## src/sv/fuppd_pkg.sv

```systemverilog
// Shared types, constants and character tables for the file URI percent decoder.
package fuppd_pkg;

    localparam int PREFIX_LEN  = 7;
    localparam int HOST_LEN    = 10;
    localparam int QUEUE_DEPTH = 4;

    localparam logic [7:0] PCT_CHAR   = 8'h25;
    localparam logic [7:0] SLASH_CHAR = 8'h2F;

    // Phase of the URI parser.
    typedef enum logic [3:0] {
        PH_PREFIX = 4'b0001,
        PH_HOST   = 4'b0010,
        PH_DECODE = 4'b0100,
        PH_PASS   = 4'b1000
    } phase_t;

    // Escape tracking inside the path.
    typedef enum logic [2:0] {
        ESC_NONE = 3'b001,
        ESC_PCT  = 3'b010,
        ESC_DIG  = 3'b100
    } esc_t;

    // One queued work item: a run of table characters, then up to three literal bytes.
    typedef struct packed {
        logic            last;
        logic            host_src;
        logic [3:0]      text_cnt;
        logic [1:0]      byte_cnt;
        logic [2:0][7:0] bytes;
    } cmd_t;

    function automatic logic [7:0] scheme_char(input logic [3:0] idx);
        logic [7:0] c;
        case (idx)
            4'd0:    c = 8'h66; // f
            4'd1:    c = 8'h69; // i
            4'd2:    c = 8'h6C; // l
            4'd3:    c = 8'h65; // e
            4'd4:    c = 8'h3A; // :
            4'd5:    c = 8'h2F; // /
            4'd6:    c = 8'h2F; // /
            default: c = 8'h00;
        endcase
        return c;
    endfunction

    function automatic logic [7:0] host_char(input logic [3:0] idx);
        logic [7:0] c;
        case (idx)
            4'd0:    c = 8'h6C; // l
            4'd1:    c = 8'h6F; // o
            4'd2:    c = 8'h63; // c
            4'd3:    c = 8'h61; // a
            4'd4:    c = 8'h6C; // l
            4'd5:    c = 8'h68; // h
            4'd6:    c = 8'h6F; // o
            4'd7:    c = 8'h73; // s
            4'd8:    c = 8'h74; // t
            4'd9:    c = 8'h2F; // /
            default: c = 8'h00;
        endcase
        return c;
    endfunction

    function automatic logic is_digit(input logic [7:0] c);
        return (c >= 8'h30) && (c <= 8'h39);
    endfunction

    function automatic logic is_hex(input logic [7:0] c);
        return is_digit(c) || ((c >= 8'h61) && (c <= 8'h66)) || ((c >= 8'h41) && (c <= 8'h46));
    endfunction

    // Letters of either case have 1..6 in the low nibble, so adding nine gives 10..15.
    function automatic logic [3:0] hex_val(input logic [7:0] c);
        return is_digit(c) ? c[3:0] : (c[3:0] + 4'd9);
    endfunction

endpackage

```

## src/sv/file_uri_percent_decoder.sv

```systemverilog
// Top level of the file URI percent decoder: front classifier, work queue, back expander.
//
//  Channel   Direction  tdata            tuser      tlast
//  s_axis    in         [7:0] in_byte    -          in_last
//  m_axis    out        [7:0] out_byte   has_byte   out_last
//
// The front takes one byte per cycle while the queue has room; the back sends one
// result per cycle unless the output stalls; an item gives at most ten results (on a
// mismatch inside the prefix or host text). A result passes through the queue
// entry and the output register. Reset clears the parser state, queue and output valid.
// Either side may stall; the queue of QUEUE_DEPTH entries lets the other keep going.
module file_uri_percent_decoder
#(
    parameter int QUEUE_DEPTH = fuppd_pkg::QUEUE_DEPTH
)
(
    input  logic       clk,
    input  logic       rst_n,
    input  logic       s_axis_tvalid,
    output logic       s_axis_tready,
    input  logic [7:0] s_axis_tdata,   // [7:0] in_byte
    input  logic       s_axis_tlast,
    output logic       m_axis_tvalid,
    input  logic       m_axis_tready,
    output logic [7:0] m_axis_tdata,   // [7:0] out_byte
    output logic       m_axis_tuser,   // [0] has_byte
    output logic       m_axis_tlast
);

    fuppd_pkg::cmd_t push_cmd, head_cmd;
    logic            push, q_ready, head_valid, pop;

    assign s_axis_tready = q_ready;

    fuppd_front u_front
    (
        .clk      (clk),
        .rst_n    (rst_n),
        .in_valid (s_axis_tvalid),
        .in_ready (q_ready),
        .in_byte  (s_axis_tdata),
        .in_last  (s_axis_tlast),
        .push     (push),
        .cmd      (push_cmd)
    );

    fuppd_queue #(
        .DEPTH (QUEUE_DEPTH)
    ) u_queue
    (
        .clk        (clk),
        .rst_n      (rst_n),
        .push       (push),
        .push_cmd   (push_cmd),
        .ready      (q_ready),
        .pop        (pop),
        .head_valid (head_valid),
        .head_cmd   (head_cmd)
    );

    fuppd_back u_back
    (
        .clk        (clk),
        .rst_n      (rst_n),
        .head_valid (head_valid),
        .head_cmd   (head_cmd),
        .pop        (pop),
        .out_valid  (m_axis_tvalid),
        .out_ready  (m_axis_tready),
        .out_byte   (m_axis_tdata),
        .has_byte   (m_axis_tuser),
        .out_last   (m_axis_tlast)
    );

endmodule

```

## src/sv/fuppd_front.sv

```systemverilog
// Front part: accepts URI bytes, tracks prefix, host and escape state, issues work items.
module fuppd_front
(
    input  logic              clk,
    input  logic              rst_n,
    input  logic              in_valid,
    input  logic              in_ready,
    input  logic [7:0]        in_byte,
    input  logic              in_last,
    output logic              push,
    output fuppd_pkg::cmd_t   cmd
);

    fuppd_pkg::phase_t phase_reg, phase_next;
    fuppd_pkg::esc_t   esc_reg, esc_next;
    logic [3:0]        match_reg, match_next;
    logic [7:0]        digit_reg, digit_next;

    fuppd_pkg::esc_t   esc_in, d_esc;
    logic [2:0][7:0]   d_bytes;
    logic [1:0]        d_cnt;
    logic [7:0]        d_digit;
    logic              plain;
    logic [3:0]        m1;
    logic              accept;

    assign accept = in_valid && in_ready;
    assign m1     = match_reg + 4'd1;

    // Percent decoding of one byte, shared by the host-mismatch and decode phases.
    always_comb
    begin
        esc_in  = (phase_reg == fuppd_pkg::PH_HOST) ? fuppd_pkg::ESC_NONE : esc_reg;
        d_bytes = '0;
        d_cnt   = 2'd0;
        d_esc   = fuppd_pkg::ESC_NONE;
        d_digit = digit_reg;
        plain   = 1'b1;
        case (esc_in)
            fuppd_pkg::ESC_PCT:
            begin
                if (fuppd_pkg::is_hex(in_byte))
                begin
                    d_digit = in_byte;
                    d_esc   = fuppd_pkg::ESC_DIG;
                    plain   = 1'b0;
                end
                else
                begin
                    d_bytes[0] = fuppd_pkg::PCT_CHAR;
                    d_cnt      = 2'd1;
                end
            end
            fuppd_pkg::ESC_DIG:
            begin
                if (fuppd_pkg::is_hex(in_byte))
                begin
                    d_bytes[0] = {fuppd_pkg::hex_val(digit_reg), fuppd_pkg::hex_val(in_byte)};
                    d_cnt      = 2'd1;
                    plain      = 1'b0;
                end
                else
                begin
                    d_bytes[0] = fuppd_pkg::PCT_CHAR;
                    d_bytes[1] = digit_reg;
                    d_cnt      = 2'd2;
                end
            end
            default:
            begin
                plain = 1'b1;
            end
        endcase
        // A byte that did not continue an escape is looked at afresh.
        if (plain)
        begin
            if (in_byte == fuppd_pkg::PCT_CHAR)
            begin
                d_esc = fuppd_pkg::ESC_PCT;
            end
            else
            begin
                d_bytes[d_cnt] = in_byte;
                d_cnt          = d_cnt + 2'd1;
            end
        end
        // An escape still open at the final byte comes out literally.
        if (in_last)
        begin
            if (d_esc == fuppd_pkg::ESC_PCT)
            begin
                d_bytes[d_cnt] = fuppd_pkg::PCT_CHAR;
                d_cnt          = d_cnt + 2'd1;
            end
            else if (d_esc == fuppd_pkg::ESC_DIG)
            begin
                d_bytes[d_cnt]        = fuppd_pkg::PCT_CHAR;
                d_bytes[d_cnt + 2'd1] = d_digit;
                d_cnt                 = d_cnt + 2'd2;
            end
        end
    end

    always_comb
    begin
        phase_next = phase_reg;
        match_next = match_reg;
        esc_next   = esc_reg;
        digit_next = digit_reg;
        cmd        = '0;
        case (phase_reg)
            fuppd_pkg::PH_PREFIX:
            begin
                if ((match_reg < 4'(fuppd_pkg::PREFIX_LEN)) &&
                    (in_byte == fuppd_pkg::scheme_char(match_reg)))
                begin
                    if (m1 == 4'(fuppd_pkg::PREFIX_LEN))
                    begin
                        phase_next = fuppd_pkg::PH_HOST;
                        match_next = 4'd0;
                    end
                    else
                    begin
                        match_next = m1;
                        if (in_last)
                        begin
                            cmd.text_cnt = m1;
                        end
                    end
                end
                else
                begin
                    cmd.text_cnt = match_reg;
                    cmd.bytes[0] = in_byte;
                    cmd.byte_cnt = 2'd1;
                    phase_next   = fuppd_pkg::PH_PASS;
                    match_next   = 4'd0;
                end
            end
            fuppd_pkg::PH_HOST:
            begin
                cmd.host_src = 1'b1;
                if ((match_reg < 4'(fuppd_pkg::HOST_LEN)) &&
                    (in_byte == fuppd_pkg::host_char(match_reg)))
                begin
                    if (m1 == 4'(fuppd_pkg::HOST_LEN))
                    begin
                        cmd.bytes[0] = fuppd_pkg::SLASH_CHAR;
                        cmd.byte_cnt = 2'd1;
                        phase_next   = fuppd_pkg::PH_DECODE;
                        match_next   = 4'd0;
                    end
                    else
                    begin
                        match_next = m1;
                        if (in_last)
                        begin
                            cmd.text_cnt = m1;
                        end
                    end
                end
                else
                begin
                    cmd.text_cnt = match_reg;
                    cmd.bytes    = d_bytes;
                    cmd.byte_cnt = d_cnt;
                    esc_next     = d_esc;
                    digit_next   = d_digit;
                    phase_next   = fuppd_pkg::PH_DECODE;
                    match_next   = 4'd0;
                end
            end
            fuppd_pkg::PH_DECODE:
            begin
                cmd.bytes    = d_bytes;
                cmd.byte_cnt = d_cnt;
                esc_next     = d_esc;
                digit_next   = d_digit;
            end
            fuppd_pkg::PH_PASS:
            begin
                cmd.bytes[0] = in_byte;
                cmd.byte_cnt = 2'd1;
            end
            default:
            begin
                phase_next = fuppd_pkg::PH_PREFIX;
            end
        endcase
        cmd.last = in_last;
        // The final byte always starts the next URI from a clean state.
        if (in_last)
        begin
            phase_next = fuppd_pkg::PH_PREFIX;
            match_next = 4'd0;
            esc_next   = fuppd_pkg::ESC_NONE;
            digit_next = 8'd0;
        end
    end

    assign push = accept && (in_last || (cmd.text_cnt != 4'd0) || (cmd.byte_cnt != 2'd0));

    always_ff @(posedge clk or negedge rst_n)
    begin
        if (!rst_n)
        begin
            phase_reg <= fuppd_pkg::PH_PREFIX;
            match_reg <= 4'd0;
            esc_reg   <= fuppd_pkg::ESC_NONE;
            digit_reg <= 8'd0;
        end
        else if (accept)
        begin
            phase_reg <= phase_next;
            match_reg <= match_next;
            esc_reg   <= esc_next;
            digit_reg <= digit_next;
        end
    end

endmodule

```

## src/sv/fuppd_queue.sv

```systemverilog
// Short register queue of work items between the front and back parts.
module fuppd_queue
#(
    parameter int DEPTH = fuppd_pkg::QUEUE_DEPTH
)
(
    input  logic            clk,
    input  logic            rst_n,
    input  logic            push,
    input  fuppd_pkg::cmd_t push_cmd,
    output logic            ready,
    input  logic            pop,
    output logic            head_valid,
    output fuppd_pkg::cmd_t head_cmd
);

    localparam int PTR_W = (DEPTH > 1) ? $clog2(DEPTH) : 1;
    localparam int CNT_W = $clog2(DEPTH + 1);

    fuppd_pkg::cmd_t   mem_reg [DEPTH];
    logic [PTR_W-1:0]  wr_ptr_reg, rd_ptr_reg;
    logic [CNT_W-1:0]  count_reg;
    logic              do_push, do_pop;

    assign ready      = (count_reg < CNT_W'(DEPTH));
    assign head_valid = (count_reg != '0);
    assign head_cmd   = mem_reg[rd_ptr_reg];
    assign do_push    = push && ready;
    assign do_pop     = pop && head_valid;

    always_ff @(posedge clk)
    begin
        if (do_push)
        begin
            mem_reg[wr_ptr_reg] <= push_cmd;
        end
    end

    always_ff @(posedge clk or negedge rst_n)
    begin
        if (!rst_n)
        begin
            wr_ptr_reg <= '0;
            rd_ptr_reg <= '0;
            count_reg  <= '0;
        end
        else
        begin
            if (do_push)
            begin
                wr_ptr_reg <= (wr_ptr_reg == PTR_W'(DEPTH - 1)) ? '0 : wr_ptr_reg + PTR_W'(1);
            end
            if (do_pop)
            begin
                rd_ptr_reg <= (rd_ptr_reg == PTR_W'(DEPTH - 1)) ? '0 : rd_ptr_reg + PTR_W'(1);
            end
            if (do_push && !do_pop)
            begin
                count_reg <= count_reg + CNT_W'(1);
            end
            else if (do_pop && !do_push)
            begin
                count_reg <= count_reg - CNT_W'(1);
            end
        end
    end

endmodule

```

## src/sv/fuppd_back.sv

```systemverilog
// Back part: expands each work item into registered result bytes, one per cycle unless stalled.
module fuppd_back
(
    input  logic            clk,
    input  logic            rst_n,
    input  logic            head_valid,
    input  fuppd_pkg::cmd_t head_cmd,
    output logic            pop,
    output logic            out_valid,
    input  logic            out_ready,
    output logic [7:0]      out_byte,
    output logic            has_byte,
    output logic            out_last
);

    logic [3:0] idx_reg;
    logic       valid_reg;
    logic [7:0] byte_reg;
    logic       has_reg, last_reg;

    logic [4:0] total;
    logic [3:0] end_idx;
    logic [1:0] sel;
    logic       final_one;
    logic       load;
    logic [7:0] lit_byte, char_now;

    assign total     = {1'b0, head_cmd.text_cnt} + {3'b000, head_cmd.byte_cnt};
    assign end_idx   = (total == 5'd0) ? 4'd0 : 4'(total - 5'd1);
    assign final_one = (idx_reg == end_idx);
    assign sel       = 2'(idx_reg - head_cmd.text_cnt);
    assign load      = head_valid && (!valid_reg || out_ready);
    assign pop       = load && final_one;

    always_comb
    begin
        case (sel)
            2'd1:    lit_byte = head_cmd.bytes[1];
            2'd2:    lit_byte = head_cmd.bytes[2];
            default: lit_byte = head_cmd.bytes[0];
        endcase
        if (total == 5'd0)
        begin
            char_now = 8'd0;
        end
        else if (idx_reg < head_cmd.text_cnt)
        begin
            char_now = head_cmd.host_src ? fuppd_pkg::host_char(idx_reg)
                                         : fuppd_pkg::scheme_char(idx_reg);
        end
        else
        begin
            char_now = lit_byte;
        end
    end

    always_ff @(posedge clk or negedge rst_n)
    begin
        if (!rst_n)
        begin
            idx_reg   <= 4'd0;
            valid_reg <= 1'b0;
        end
        else
        begin
            if (load)
            begin
                valid_reg <= 1'b1;
                idx_reg   <= final_one ? 4'd0 : idx_reg + 4'd1;
            end
            else if (out_ready)
            begin
                valid_reg <= 1'b0;
            end
        end
    end

    always_ff @(posedge clk)
    begin
        if (load)
        begin
            byte_reg <= char_now;
            has_reg  <= (total != 5'd0);
            last_reg <= head_cmd.last && final_one;
        end
    end

    assign out_valid = valid_reg;
    assign out_byte  = byte_reg;
    assign has_byte  = has_reg;
    assign out_last  = last_reg;

endmodule
```

## config.mk

```make
export PLATFORM = sky130hd
export DESIGN_NAME = file_uri_percent_decoder
export DESIGN_NICKNAME = d
export VERILOG_FILES = /design/src/sv/fuppd_pkg.sv /design/src/sv/file_uri_percent_decoder.sv /design/src/sv/fuppd_front.sv /design/src/sv/fuppd_queue.sv /design/src/sv/fuppd_back.sv
export SDC_FILE = /design/constraint.sdc
export NUM_CORES = 1
export LEC_CHECK = 0
export ABC_AREA = 1
export BUFFER_PORTS_ARGS = -buffer_cell sky130_fd_sc_hd__buf_2
export CORE_UTILIZATION = 59
export CTS_BUF_LIST = sky130_fd_sc_hd__clkbuf_2 sky130_fd_sc_hd__clkbuf_4 sky130_fd_sc_hd__clkbuf_8
export DETAILED_ROUTE_END_ITERATION = 16
export PLACE_DENSITY = 0.79
export SKIP_CTS_REPAIR_TIMING = 1
export SKIP_LAST_GASP = 1
export SYNTH_ARGS = -nofsm -noshare
export SYNTH_HDL_FRONTEND = slang
export SYNTH_HIERARCHICAL = 1
export SYNTH_SLANG_ARGS = --single-unit
export TNS_END_PERCENT = 20
```

## constraint.sdc

```tcl
create_clock -name clk -period 4.1 [get_ports clk]
set_input_delay 0.615 -clock clk [delete_from_list [all_inputs] [get_ports clk]]
set_output_delay 0.615 -clock clk [all_outputs]
set_load 0.01 [all_outputs]
```

# After elaboration in Yosys (flattened, before gate mapping)
# Memories as Yosys holds them, arrays and structs flattened.
# Index checks and enable logic that the tools add are counted.
# classes
n_reduce_logical,44
bitwise,3
n_mux,88
eq_ne,34
n_lt_le_gt_ge,18
addsub,14
# ops
cell,n
8-bit two-way mux,16
24-bit two-way mux,5
7-bit one-hot mux with 6 select lines,2
4-bit two-way mux,18
24-bit bitwise mux,2
8-bit demux with 2-bit select,3
8-bit one-hot mux with 2 select lines,3
"4-bit by 3-bit equality test with 1-bit output, second input constant",8
16-bit one-hot mux with 2 select lines,1
8-bit one-hot mux with 4 select lines,1
3-bit two-way mux,9
"4-bit by 2-bit equality test with 1-bit output, second input constant",5
1-bit logical AND,18
6-bit two-way mux,3
8-bit equality test,2
"8-bit by 6-bit >= comparator with 1-bit output, second input constant",2
"8-bit by 7-bit >= comparator with 1-bit output, second input constant",2
"8-bit by 6-bit <= comparator with 1-bit output, second input constant",2
"8-bit by 7-bit <= comparator with 1-bit output, second input constant",2
16-bit two-way mux,1
2-bit two-way mux,8
4-bit one-hot mux with 2 select lines,2
15-bit AND,1
15-bit NOT,1
44 further kinds,84
# totals
elab_cells,216
regBits,41
memories,3
ram_bits,128
mem_bits_ro,224
input_bits,13
# mem_list
name,words,width,rd,rd_clocked_by_memory_dff,wr,line,source
u_queue.mem_reg,4,32,1,0,1,fuppd_queue.sv:20,fuppd_pkg::cmd_t mem_reg [DEPTH];
(name not given),16,7,1,0,0,fuppd_pkg.sv:52,case (idx)
(name not given),16,7,1,0,0,fuppd_pkg.sv:52,

# Logic depth before layout (Yosys ltp)
# Gate-level depths: netlist (run 1).
# depth
word_depth,24
depth_mapped,33
mapped_depth_nobuf,32

# By module
# The synthesis (run 1) kept the hierarchy.
# modules_own_cells
module,area_per_inst_um2,seq_area_each_um2,n_inst,cells_per_inst
fuppd_queue,5469.0,4018.9,1,428
fuppd_front,3389.5,478.0,1,571
fuppd_back,1554.0,425.4,1,210

# Least setup slack after synthesis (run 1)
# OpenSTA, ideal clock, no wires.
# synth_path
path_type,input to register
startpoint,in s_axis_tdata[0]
endpoint,"mem u_queue/mem_reg[0][0] in the netlist's numbering, enable pin"
cell_stages,22
path_slack_ns,-0.670
arrival_ns,4.349
required_ns,3.679
n_path_buf,1
cell_sequence,buf_4 -> clkinv_1 -> ha_1 -> inv_1 -> a21oi_1 -> o21ai_2 -> nand3_4 -> nor2_1 -> inv_1 -> nand2_1 -> inv_1 -> ha_1 -> nand3_1 -> nand3_1 -> nand2_1 -> nand2_1 -> nor2_1 -> nand2_1 -> nor2_1 -> nor2_1 -> nand2_1 -> nor2_1
# synth_between
elab_chain_len,21
elab_cells_between_ends,48
classes_between,add/sub: 3; order compare: 6; eq/ne: 5; mux: 21; reduce/logical: 13
# synth_rtl
element,line,source
start: declaration,file_uri_percent_decoder.sv:21,"input logic [7:0] s_axis_tdata,"
"8-bit by 6-bit >= comparator with 1-bit output, or another cell as far along",fuppd_pkg.sv:69,return (c >= 8'h30) && (c <= 8'h39);
1-bit logical AND (on tied branches),"fuppd_pkg.sv:69, fuppd_pkg.sv:73",
1-bit logical OR (2 in series),fuppd_pkg.sv:73,return is_digit(c) || ((c >= 8'h61) && (c <= 8'h66)) || ((c >= 8'h41) && (c <= 8'h46));
2-bit two-way mux or 1-bit two-way mux (tied branches),"fuppd_front.sv:56, fuppd_front.sv:42",
2-bit one-hot mux with 2 select lines,fuppd_front.sv:39,case (esc_in)
2-bit by 1-bit adder with 2-bit output,fuppd_front.sv:84,d_cnt = d_cnt + 2'd1;
2-bit two-way mux,fuppd_front.sv:77,if (in_byte == fuppd_pkg::PCT_CHAR)
2-bit two-way mux,fuppd_front.sv:75,if (plain)
[... 5 more ...],--,
2-bit one-hot mux with 4 select lines,fuppd_front.sv:111,case (phase_reg)
2-bit nonzero test,fuppd_front.sv:201,assign push = accept && (in_last || (cmd.text_cnt != 4'd0) || (cmd.byte_cnt != 2'd0));
1-bit logical OR *,fuppd_front.sv:201,
1-bit logical AND *,fuppd_front.sv:201,
net push,file_uri_percent_decoder.sv:31,"logic push, q_ready, head_valid, pop;"
1-bit logical AND *,fuppd_queue.sv:28,assign do_push = push && ready;
1-bit two-way mux *,fuppd_queue.sv:33,if (do_push)
1-bit two-way mux (implied by the code) *,fuppd_queue.sv:35,mem_reg[wr_ptr_reg] <= push_cmd;
end: declaration,fuppd_queue.sv:20,
# Mark *: on every way through the listed nets, which the timed path passes. The rest lies on a longest branch.

==> results.sh, run 1 <==
export IMPL_share_of_layout_cells_above_drive_strength_1=0.1385
export IMPL_finish_net_count=1294
export IMPL_setup_violations=0
export IMPL_clock_root_buffer="sky130_fd_sc_hd__clkbuf_8"
export IMPL_fin_worst_skew_ns=0.01184
export IMPL_num_vias=8538
export IMPL_layout_area_seq_sq_um=4927
export IMPL_hold_path_class="primary input to async pin"
export IMPL_io_pins=25
export IMPL_max_stage_delay_ns=0.52
export IMPL_clock_sinks=169
export IMPL_critical_setup_path_kind="flip-flop to flip-flop"
export IMPL_peakVddDrop_v=0.0004779
export IMPL_power_switching_fraction=0.4316
export IMPL_core_area_sq_um=17240
export IMPL_worst_slew_pin_transition_ns=0.8603
export IMPL_timing_fmax_mhz=256.8
export IMPL_startpoint_type="flip-flop"
export IMPL_most_used_flip_flop_cell_after_synthesis="sky130_fd_sc_hd__edfxtp_1"
export IMPL_floorplan_rows=48
export IMPL_period_minus_slack_ns=3.894
export IMPL_drv_slew=0
export IMPL_maximum_count_of_clock_buffers_along_a_single_path=2
export IMPL_synth_edff_count=138
export IMPL_via_count_of_the_first_global_routing_pass=7982
export IMPL_rsz0062_at_grt="no"
export IMPL_power_density_nw_per_um2=625.8
export IMPL_tritoncts_num_buffers=17
export IMPL_intPower_uw=4025
export IMPL_worstSetupStartpoint="u_queue/rd_ptr_reg[0]"
export IMPL_net_sw_power_uw=3057
export IMPL_ys_async_sr_fraction=0.1834
export IMPL_finalPower_uw=7082
export IMPL_synth_cell_types=55
export IMPL_drc=0
export IMPL_max_slew_margin_rel=0.4265
export IMPL_leading_cell_types_in_the_layout_fill_and_taps_excluded="329 x sky130_fd_sc_hd__nand2_1, 163 x sky130_fd_sc_hd__inv_1, 138 x sky130_fd_sc_hd__edfxtp_1"
export IMPL_clk_pin_slew_worst_paths_ns=0.09
export IMPL_top_cell_by_count_worst_path="sky130_fd_sc_hd__nand2_1"
export IMPL_largest_register_ffs=128
export IMPL_drt_iter0_drc=800
export IMPL_routed_wire_length_per_instance_um=16.74
export IMPL_multi_input_area_sq_um=4588
export IMPL_cts_htree_levels=4
export IMPL_pre_cts_ws_ns=0.09117
export IMPL_synth_top_family_by_area="simple AND/OR/NAND/NOR gates"
export IMPL_drt_antenna_violating_nets=0
export IMPL_grt_start_max_net_pins=97
export IMPL_simple_gate_fraction_of_synth_area=0.2398
export IMPL_antenna_found_initial=0
export IMPL_clock_insertion_delay_worst_skew_ns=0.45
export IMPL_track_usage=0.2841
export IMPL_combPwrFrac=0.488
export IMPL_worstPathRequired_ns=4.44
export IMPL_floorplan_die_width_um=134.8
export IMPL_first_pass_iters=6
export IMPL_fp_dieH_um=134.8
export IMPL_setup_tns_final_ns=0
export IMPL_port_buffer_count=24
export IMPL_detailed_route_wire_length_um=24680
export IMPL_hpwl_um=17320
export IMPL_critPathCaptureType="flip-flop"
export IMPL_dpl_cell_area_sq_um=10800
export IMPL_cts_tree="done"
export IMPL_final_fill_count=1391
export IMPL_synth_compound_area_frac=0.1306
export IMPL_p_leak_uw=0.004965
export IMPL_critical_path_reg2reg_startpoint="u_queue/rd_ptr_reg[0]"
export IMPL_gp_routability_congestion=0.9801
export IMPL_postLayoutSetupSlackWorst_ns=0.2056
export IMPL_commonest_non_fill_non_tap_cell_in_the_layout="sky130_fd_sc_hd__nand2_1"
export IMPL_cp_max_fo=7
export IMPL_synth_area_mux_share=0.0009613
export IMPL_wire_length_of_the_first_global_routing_pass_um=39810
export IMPL_post_route_util=0.6565
export IMPL_grt_overflow=0
export IMPL_synth_cells=1209
export IMPL_areaGrowthSynthToFinish_pct=8.676
export IMPL_stdcell_area_sq_um=11320
export IMPL_floorplan_initialDensity=0.6041
export IMPL_critical_path_slowest_cell="sky130_fd_sc_hd__dfrtp_4"
export IMPL_synth_cell_area_sq_um=10410
export IMPL_cp_data_arrival_time_ns=4.24
export IMPL_die_area_sq_um=18180
export IMPL_status="completed"
export IMPL_postSynthNetCount=1267
export IMPL_yosys_area_share_xor_xnor=0.006729
export IMPL_post_synth_fa_ha_maj_area_fraction=0.05624
export IMPL_power_frac_clock=0.175
export IMPL_number_of_synthesized_register_bits=169
export IMPL_report_final_hold_viol_count=0
export IMPL_route_detailed_vias_per_inst=5.792
export IMPL_synth_area_per_cell_sq_um=8.612
export IMPL_antenna_cells_inserted=0
export IMPL_p_seq_frac=0.337
export IMPL_yosys_warnings=6
export IMPL_final_min_period_over_clock_period=0.9498
export IMPL_maxCapViolCount=0
export IMPL_yosysSeqAreaShare=0.4727
==> metal layers <==
| metal | GRT usage | part of all wire |
|---|---|---|
| met1 | 0.3545 | 0.42 |
| met2 | 0.4888 | 0.49 |
| met3 | 0.04392 | 0.056 |
| met4 | 0.1255 | 0.033 |
| met5 | 0 | 0 |
==> layout make-up <==
type                            instances  share of cell area
Inverter                              186             0.06214
Sequential cell                       169              0.4354
Clock buffer                           17             0.02068
Timing Repair Buffer                   53             0.03483
Tap cell                              225             0.02488
Multi-Input combinational cell        809              0.4055
Clock inverter                         15             0.01659
==> final timing paths <==
check / to / slack, ns / cells past startpoint
worst max register to register: u_queue/count_reg[2] / 0.21 / 26
worst min-delay path: u_queue/rd_ptr_reg[1] / 0.25 / 1
max in group asynchronous: u_queue/rd_ptr_reg[0] / 3.27 / 1
worst min register to register: u_back/out_valid / 0.50 / 2
worst max-delay path: u_queue/count_reg[2] / 0.21 / 26
min in group clk: u_back/out_valid / 0.41 / 4
==> power groups by stage <==
stage                     Combinational [uW]  Clock [uW]  Sequential, uW
after floorplan                         2520           0            2400
after global placement                  3190           0            2430
after detailed placement                3280           0            2440
after CTS                               3310        1250            2400
after global routing                    3870        1320            2410
final                                   3460        1240            2380
==> logic make-up after synthesis <==
family | after synthesis
DFF | 169
xor gates and xnor gates | 8
and+or+nand+nor | 548
buffers and inverters | 231
AOI/OAI and AO/OA | 207
adders and majority gates | 45
muxes | 1
==> worst max-delay path, delay by kind of cell (launching register included) <==
| family | cells | cell delay, ns |
|---|---|---|
| AOI/OAI and AO/OA | 1 | 0.09 |
| buffers and inverters | 6 | 0.62 |
| DFF | 1 | 0.52 |
| adders and majority gates | 5 | 1.23 |
| and+or+nand+nor | 14 | 1.30 |
==> cells in the mapped netlist, types with 15 or more instances <==
cell                       instances  area [sq um]
sky130_fd_sc_hd__nand4_1          15         93.84
sky130_fd_sc_hd__o21ai_1          15         75.07
sky130_fd_sc_hd__nor2_1           62         232.7
sky130_fd_sc_hd__buf_2            22         110.1
sky130_fd_sc_hd__edfxtp_1        138          4144
sky130_fd_sc_hd__o21ai_0          53         265.3
sky130_fd_sc_hd__inv_1           164         615.6
sky130_fd_sc_hd__inv_2            18         67.56
sky130_fd_sc_hd__nand3_1          88         440.4
sky130_fd_sc_hd__a21oi_1          23         115.1
sky130_fd_sc_hd__o211ai_1         71         533.0
sky130_fd_sc_hd__dfrtp_1          29         725.7
sky130_fd_sc_hd__ha_1             42         525.5
sky130_fd_sc_hd__nand2_1         331          1242
==> through the flow <==
stage | hold slack [ns] | instances
6_report | 0.2525 | 1474
5_1_grt | 0.2894 | 1474
4_1_cts | 0.2582 | 1468
3_5_place_dp | 0.4813 | 1436
3_3_place_gp | 0.4813 | 1436
2_1_floorplan | 0.3194 | 1209
No activity file was read; power rests on OpenSTA's default activity.
==> run 2, diff against run 1 <==
--- a/config.mk
+++ b/config.mk
@@ -6,11 +6,12 @@
 export NUM_CORES = 1
 export LEC_CHECK = 0
 export ABC_AREA = 1
-export BUFFER_PORTS_ARGS = -buffer_cell sky130_fd_sc_hd__buf_2
-export CORE_UTILIZATION = 59
+export CORE_UTILIZATION = 60
 export CTS_BUF_LIST = sky130_fd_sc_hd__clkbuf_2 sky130_fd_sc_hd__clkbuf_4 sky130_fd_sc_hd__clkbuf_8
 export DETAILED_ROUTE_END_ITERATION = 16
+export DONT_BUFFER_PORTS = 1
 export PLACE_DENSITY = 0.79
+export SETUP_SLACK_MARGIN = 0.3
 export SKIP_CTS_REPAIR_TIMING = 1
 export SKIP_LAST_GASP = 1
 export SYNTH_ARGS = -nofsm -noshare
==> run 2 against run 1 <==
  * Via count shrank 1.8%
  * Clock-buffer cell count is the same
  * Cell count shrank 2.0%
  * Critical path type unchanged
  * Clock power is 9% lower
  * Largest cell class unchanged
  * Maximum frequency up 6.8%
  * Wire length is 0.62% lower
  * Global-route usage barely moved
  * Worst setup slack gained 0.25 ns
  * Critical endpoint is now u_queue/count_reg[1]
  * Largest power group unchanged
  * First-iteration DRC count grew 21%
==> results.sh, run 2 (synthesis results as in run 1) <==
export IMPL_setup_violations=0
export IMPL_antenna_found_initial=0
export IMPL_fp_dieH_um=133.7
export IMPL_period_minus_slack_ns=3.645
export IMPL_via_count_of_the_first_global_routing_pass=7851
export IMPL_final_min_period_over_clock_period=0.8890
export IMPL_timing_fmax_mhz=274.3
export IMPL_critPathCaptureType="flip-flop"
export IMPL_floorplan_initialDensity=0.6213
export IMPL_clock_sinks=169
export IMPL_drt_iter0_drc=970
export IMPL_worstPathRequired_ns=4.47
export IMPL_antenna_cells_inserted=0
export IMPL_status="completed"
export IMPL_floorplan_rows=47
export IMPL_areaGrowthSynthToFinish_pct=8.123
export IMPL_maxCapViolCount=0
export IMPL_drc=0
export IMPL_max_slew_margin_rel=0.4927
export IMPL_grt_overflow=0
export IMPL_path_cells="buf_2, nand2_1, o211ai_1, nand2_1, ha_2, fa_1, inv_2, ha_1, inv_1, nor2_4, nand2_8, nand2_1, nand2_1, nand2_2, nand3_4, nor3_4, nand2_2, ha_4, inv_2, fa_2, nand2_1, nand2_1"
export IMPL_cp_data_arrival_time_ns=4.01
export IMPL_max_stage_delay_ns=0.52
export IMPL_worst_slew_pin_transition_ns=0.7531
export IMPL_setup_tns_final_ns=0
export IMPL_power_density_nw_per_um2=623.1
export IMPL_die_area_sq_um=17890
export IMPL_drt_antenna_violating_nets=0
export IMPL_p_leak_uw=0.004871
export IMPL_num_vias=8381
export IMPL_report_final_hold_viol_count=0
export IMPL_clock_root_buffer="sky130_fd_sc_hd__clkbuf_8"
export IMPL_grt_start_max_net_pins=61
export IMPL_stdcell_area_sq_um=11260
export IMPL_floorplan_die_width_um=133.7
export IMPL_leading_cell_types_in_the_layout_fill_and_taps_excluded="327 x sky130_fd_sc_hd__nand2_1, 159 x sky130_fd_sc_hd__inv_1, 138 x sky130_fd_sc_hd__edfxtp_1"
export IMPL_detailed_route_wire_length_um=24520
export IMPL_cts_htree_levels=4
export IMPL_dpl_cell_area_sq_um=10680
export IMPL_cts_tree="done"
export IMPL_cp_max_fo=8
export IMPL_largest_register_ffs=128
export IMPL_startpoint_type="flip-flop"
export IMPL_hold_path_class="primary input to flip-flop"
export IMPL_core_area_sq_um=16760
export IMPL_number_of_placed_instances_taps_included=1398
export IMPL_postLayoutSetupSlackWorst_ns=0.4550
export IMPL_routed_wire_length_per_instance_um=16.97
export IMPL_critical_setup_path_kind="flip-flop to flip-flop"
export IMPL_whs_ns=0.2509
export IMPL_share_of_layout_cells_above_drive_strength_1=0.1298
export IMPL_maximum_count_of_clock_buffers_along_a_single_path=2
export IMPL_wire_length_of_the_first_global_routing_pass_um=39150
export IMPL_pre_cts_ws_ns=0.2166
export IMPL_track_usage=0.2845
export IMPL_commonest_non_fill_non_tap_cell_in_the_layout="sky130_fd_sc_hd__nand2_1"
export IMPL_clk_pin_slew_worst_paths_ns=0.10
export IMPL_hpwl_um=17270
export IMPL_critical_path_slowest_cell="sky130_fd_sc_hd__dfrtp_4"
export IMPL_gp_routability_congestion=0.9875
export IMPL_top_cell_by_count_worst_path="sky130_fd_sc_hd__nand2_1"
export IMPL_tritoncts_num_buffers=17
export IMPL_finish_net_count=1271
export IMPL_port_buffer_count=0
export IMPL_finalNonFillerCells=1445
export IMPL_rsz0062_at_grt="yes"
export IMPL_drv_slew=0
export IMPL_io_pins=25
export IMPL_first_pass_iters=6
export IMPL_route_detailed_vias_per_inst=5.800
export IMPL_clock_insertion_delay_worst_skew_ns=0.46
export IMPL_fin_worst_skew_ns=0.01767
export IMPL_final_fill_count=1344
export IMPL_peakVddDrop_v=0.0004087
==> run 2: cell types whose count changed in the layout (fill, tap and decap cells not counted), sizes merged <==
cell / delta
buf: -23
clkinvlp: +3
bufinv: -2
clkinv: -2
clkbuf: -1
dlygate4sd3: +1
==> run 2: path summary, 6_finish.rpt <==
| kind | slack (ns) | depth (start not counted) | start | to |
|---|---|---|---|---|
| worst max-delay path | 0.45 | 22 | u_queue/rd_ptr_reg[0] | u_queue/count_reg[1] |
| worst min-delay path | 0.25 | 1 | s_axis_tlast | u_front/phase_reg[3] |
| worst max register to register | 0.45 | 22 | u_queue/rd_ptr_reg[0] | u_queue/count_reg[1] |
| worst min register to register | 0.51 | 2 | u_queue/count_reg[2] | u_queue/count_reg[2] |
| max in group asynchronous | 3.24 | 2 | rst_n | u_front/esc_reg[0] |
| min in group asynchronous | 0.60 | 2 | rst_n | u_back/idx_reg[1] |
==> run 2: metal layers <==
metal | wire length (um) | track usage | share of wire | up-vias
met3 | 1456 | 0.04262 | 0.059 | 76
li1 | - | - | - | 4069
met1 | 10280 | 0.3698 | 0.42 | 3893
met4 | 924 | 0.1515 | 0.038 | 0
met5 | 0 | 0 | 0 | -
met2 | 11860 | 0.4606 | 0.48 | 343
==> run 2: layout make-up <==
type | count | area, sq um | share of cell area
clock buffers | 17 | 234.0 | 0.02078
clock inverters | 14 | 141.4 | 0.01256
inverters | 186 | 724.4 | 0.06435
multi-input cells | 809 | 4666 | 0.4144
flip-flops and latches | 169 | 4930 | 0.4379
well taps | 220 | 275.3 | 0.02445
repair buffers | 30 | 287.8 | 0.02556
==> run 2: worst max-delay path: cells and delay by family (launching register included) <==
kind	cells	cell delay [ns]
AO/OA/AOI/OAI	1	0.09
adder cells (fa/ha/maj)	5	1.37
buffers and inverters	4	0.36
flip-flops	1	0.52
AND/OR/NAND/NOR	12	1.18
==> run 2: report_power, final <==
| group | internal, uW | switching [uW] |
|---|---|---|
| Combinational | 1160 | 2290 |
| Sequential | 2240 | 183 |
| Clock | 495 | 638 |
==> run 2: per-stage QoR <==
| step | power [uW] | util |
|---|---|---|
| global route | 7527 | 0.6717 |
| finish | 7015 | 0.6717 |
| floorplan | 4950 | - |
| global placement | 5642 | 0.6374 |
| detailed placement | 5714 | 0.6374 |
| CTS | 6848 | 0.6598 |
==> run 3, diff against run 2 <==
--- a/config.mk
+++ b/config.mk
@@ -6,11 +6,11 @@
 export NUM_CORES = 1
 export LEC_CHECK = 0
 export ABC_AREA = 1
-export CORE_UTILIZATION = 60
+export CORE_UTILIZATION = 51
 export CTS_BUF_LIST = sky130_fd_sc_hd__clkbuf_2 sky130_fd_sc_hd__clkbuf_4 sky130_fd_sc_hd__clkbuf_8
 export DETAILED_ROUTE_END_ITERATION = 16
 export DONT_BUFFER_PORTS = 1
-export PLACE_DENSITY = 0.79
+export PLACE_DENSITY = 0.69
 export SETUP_SLACK_MARGIN = 0.3
 export SKIP_CTS_REPAIR_TIMING = 1
 export SKIP_LAST_GASP = 1
==> run 3 against run 2 <==
  * Maximum frequency increased by 0.92%
  * Cell count increased by 3.3%
  * Combinational power increased by 3%
  * Clock power about the same
  * Clock-buffer cell count increased by 1
  * Sequential power about the same
  * Power increased by 1.7%
  * Critical path type unchanged
  * Via count decreased by 0.44%
  * Critical path depth decreased by 1
  * Non-clock buffer count increased by 1
  * Flip-flop and latch count unchanged
  * Critical endpoint unchanged
==> results.sh, run 3 (synthesis results as in run 1) <==
export IMPL_drc=0
export IMPL_maximum_count_of_clock_buffers_along_a_single_path=2
export IMPL_io_pins=25
export IMPL_drt_iter0_drc=755
export IMPL_final_fill_count=1733
export IMPL_gp_routability_congestion=0.9400
export IMPL_maxCapViolCount=0
export IMPL_power_density_nw_per_um2=630.3
export IMPL_setup_violations=0
export IMPL_die_area_sq_um=20990
export IMPL_final_min_period_over_clock_period=0.8810
export IMPL_clock_insertion_delay_worst_skew_ns=0.45
export IMPL_hold_path_class="primary input to flip-flop"
export IMPL_cp_data_arrival_time_ns=3.96
export IMPL_floorplan_die_width_um=144.9
export IMPL_routed_wire_length_per_instance_um=17.10
export IMPL_worst_slew_pin_transition_ns=0.6848
export IMPL_grt_overflow=0
export IMPL_clock_root_buffer="sky130_fd_sc_hd__clkbuf_8"
export IMPL_route_detailed_vias_per_inst=5.592
export IMPL_startpoint_type="flip-flop"
export IMPL_drv_slew=0
export IMPL_core_area_sq_um=19720
export IMPL_max_slew_margin_rel=0.5386
export IMPL_clk_pin_slew_worst_paths_ns=0.09
export IMPL_peakVddDrop_v=0.0003423
export IMPL_antenna_found_initial=0
export IMPL_tritoncts_num_buffers=17
export IMPL_fp_dieH_um=144.9
export IMPL_drt_antenna_violating_nets=0
export IMPL_postLayoutSetupSlackWorst_ns=0.4881
export IMPL_pre_cts_ws_ns=0.1257
export IMPL_intPower_uw=3971
export IMPL_net_sw_power_uw=3162
export IMPL_wire_length_of_the_first_global_routing_pass_um=40390
export IMPL_commonest_non_fill_non_tap_cell_in_the_layout="sky130_fd_sc_hd__nand2_1"
export IMPL_cts_htree_levels=4
export IMPL_combPwrFrac=0.501
export IMPL_rsz0062_at_grt="no"
export IMPL_via_count_of_the_first_global_routing_pass=7784
export IMPL_finalPower_uw=7134
export IMPL_report_final_hold_viol_count=0
export IMPL_antenna_cells_inserted=0
export IMPL_p_leak_uw=0.004879
export IMPL_largest_register_ffs=128
export IMPL_areaGrowthSynthToFinish_pct=8.688
export IMPL_cp_max_fo=7
export IMPL_clock_sinks=169
export IMPL_power_switching_fraction=0.4433
export IMPL_finish_net_count=1272
export IMPL_whs_ns=0.2547
export IMPL_power_frac_clock=0.159
export IMPL_port_buffer_count=0
export IMPL_first_pass_iters=5
export IMPL_period_minus_slack_ns=3.612
export IMPL_p_seq_frac=0.340
export IMPL_grt_start_max_net_pins=69
export IMPL_critPathCaptureType="flip-flop"
export IMPL_cts_tree="done"
export IMPL_num_vias=8344
export IMPL_timing_fmax_mhz=276.9
export IMPL_setup_tns_final_ns=0
export IMPL_floorplan_initialDensity=0.5281
export IMPL_r2r_setup_slk_ns=0.49
export IMPL_critical_setup_path_kind="flip-flop to flip-flop"
export IMPL_status="completed"
export IMPL_hpwl_um=17760
export IMPL_track_usage=0.2559
export IMPL_floorplan_rows=51
export IMPL_worstPathRequired_ns=4.45
export IMPL_share_of_layout_cells_above_drive_strength_1=0.1353
export IMPL_fin_worst_skew_ns=0.01869
export IMPL_detailed_route_wire_length_um=25510
export IMPL_leading_cell_types_in_the_layout_fill_and_taps_excluded="327 x sky130_fd_sc_hd__nand2_1, 158 x sky130_fd_sc_hd__inv_1, 138 x sky130_fd_sc_hd__edfxtp_1"
-- run 3: cell types whose count changed in the layout (fill, tap and decap cells not counted), moves of 2 or more --
cell	change
sky130_fd_sc_hd__inv_8	-2
sky130_fd_sc_hd__inv_2	+3
sky130_fd_sc_hd__clkinv_2	+3
sky130_fd_sc_hd__inv_6	+2
sky130_fd_sc_hd__buf_6	+2
sky130_fd_sc_hd__clkinvlp_4	-3
-- run 3: path summary, 6_finish.rpt --
kind	startpoint	endpoint	depth (start not counted)
worst max-delay path	u_queue/rd_ptr_reg[0]	u_queue/count_reg[1]	21
worst min-delay path	s_axis_tlast	u_front/phase_reg[3]	1
worst max register to register	u_queue/rd_ptr_reg[0]	u_queue/count_reg[1]	21
worst min register to register	u_front/esc_reg[0]	u_front/esc_reg[0]	2
max in group asynchronous	rst_n	u_front/esc_reg[0]	2
min in group asynchronous	rst_n	u_front/match_reg[3]	2
-- run 3: power by group through the flow --
| stage | combinational (uW) | clock (uW) | sequential [uW] |
|---|---|---|---|
| floorplan | 2550 | 0 | 2400 |
| global placement | 3190 | 0 | 2480 |
| detailed placement | 3280 | 0 | 2480 |
| CTS | 3290 | 1160 | 2440 |
| global route | 3970 | 1230 | 2460 |
| finish | 3570 | 1140 | 2420 |
-- run 3: critical path, stage by stage (launching register included) --
cell and delay [ns]:
sky130_fd_sc_hd__dfrtp_4 0.52, sky130_fd_sc_hd__buf_4 0.15, sky130_fd_sc_hd__o211ai_1 0.17, sky130_fd_sc_hd__nand2_1 0.08
sky130_fd_sc_hd__ha_2 0.19, sky130_fd_sc_hd__fa_1 0.44, sky130_fd_sc_hd__inv_2 0.08, sky130_fd_sc_hd__ha_2 0.17
sky130_fd_sc_hd__inv_1 0.06, sky130_fd_sc_hd__nor2_4 0.12, sky130_fd_sc_hd__nand2_4 0.07, sky130_fd_sc_hd__nand2_1 0.07
sky130_fd_sc_hd__nand2_1 0.05, sky130_fd_sc_hd__nand2_2 0.07, sky130_fd_sc_hd__nand3_4 0.09, sky130_fd_sc_hd__nor3_4 0.25
sky130_fd_sc_hd__nand2_2 0.12, sky130_fd_sc_hd__ha_4 0.18, sky130_fd_sc_hd__inv_2 0.06, sky130_fd_sc_hd__fa_2 0.42
sky130_fd_sc_hd__nand2_1 0.07, sky130_fd_sc_hd__nand2_1 0.04
-- run 3: area by class of cell --
type / count / area (sq um) / share of cell area
well taps: 265 / 331.6 / 0.02930
flip-flops and latches: 169 / 4931 / 0.4357
repair buffers: 31 / 312.8 / 0.02764
clock inverters: 14 / 132.6 / 0.01172
inverters: 186 / 718.2 / 0.06346
multi-input cells: 809 / 4649 / 0.4108
clock buffers: 18 / 241.5 / 0.02134
-- run 3: metrics by stage --
stage / instance area [sq um] / cells / util
after floorplan: 10540 / 1209 / -
final: 11320 / 1492 / 0.5740
after global placement: 10750 / 1445 / 0.5454
after CTS: 11130 / 1477 / 0.5644
after detailed placement: 10750 / 1445 / 0.5454
after global routing: 11320 / 1492 / 0.5740
-- run 3: routing by layer --
layer | global-route usage | share of wire
met1 | 0.3325 | 0.43
met5 | 0 | 0
met4 | 0.09751 | 0.024
met3 | 0.04080 | 0.054
met2 | 0.4289 | 0.49
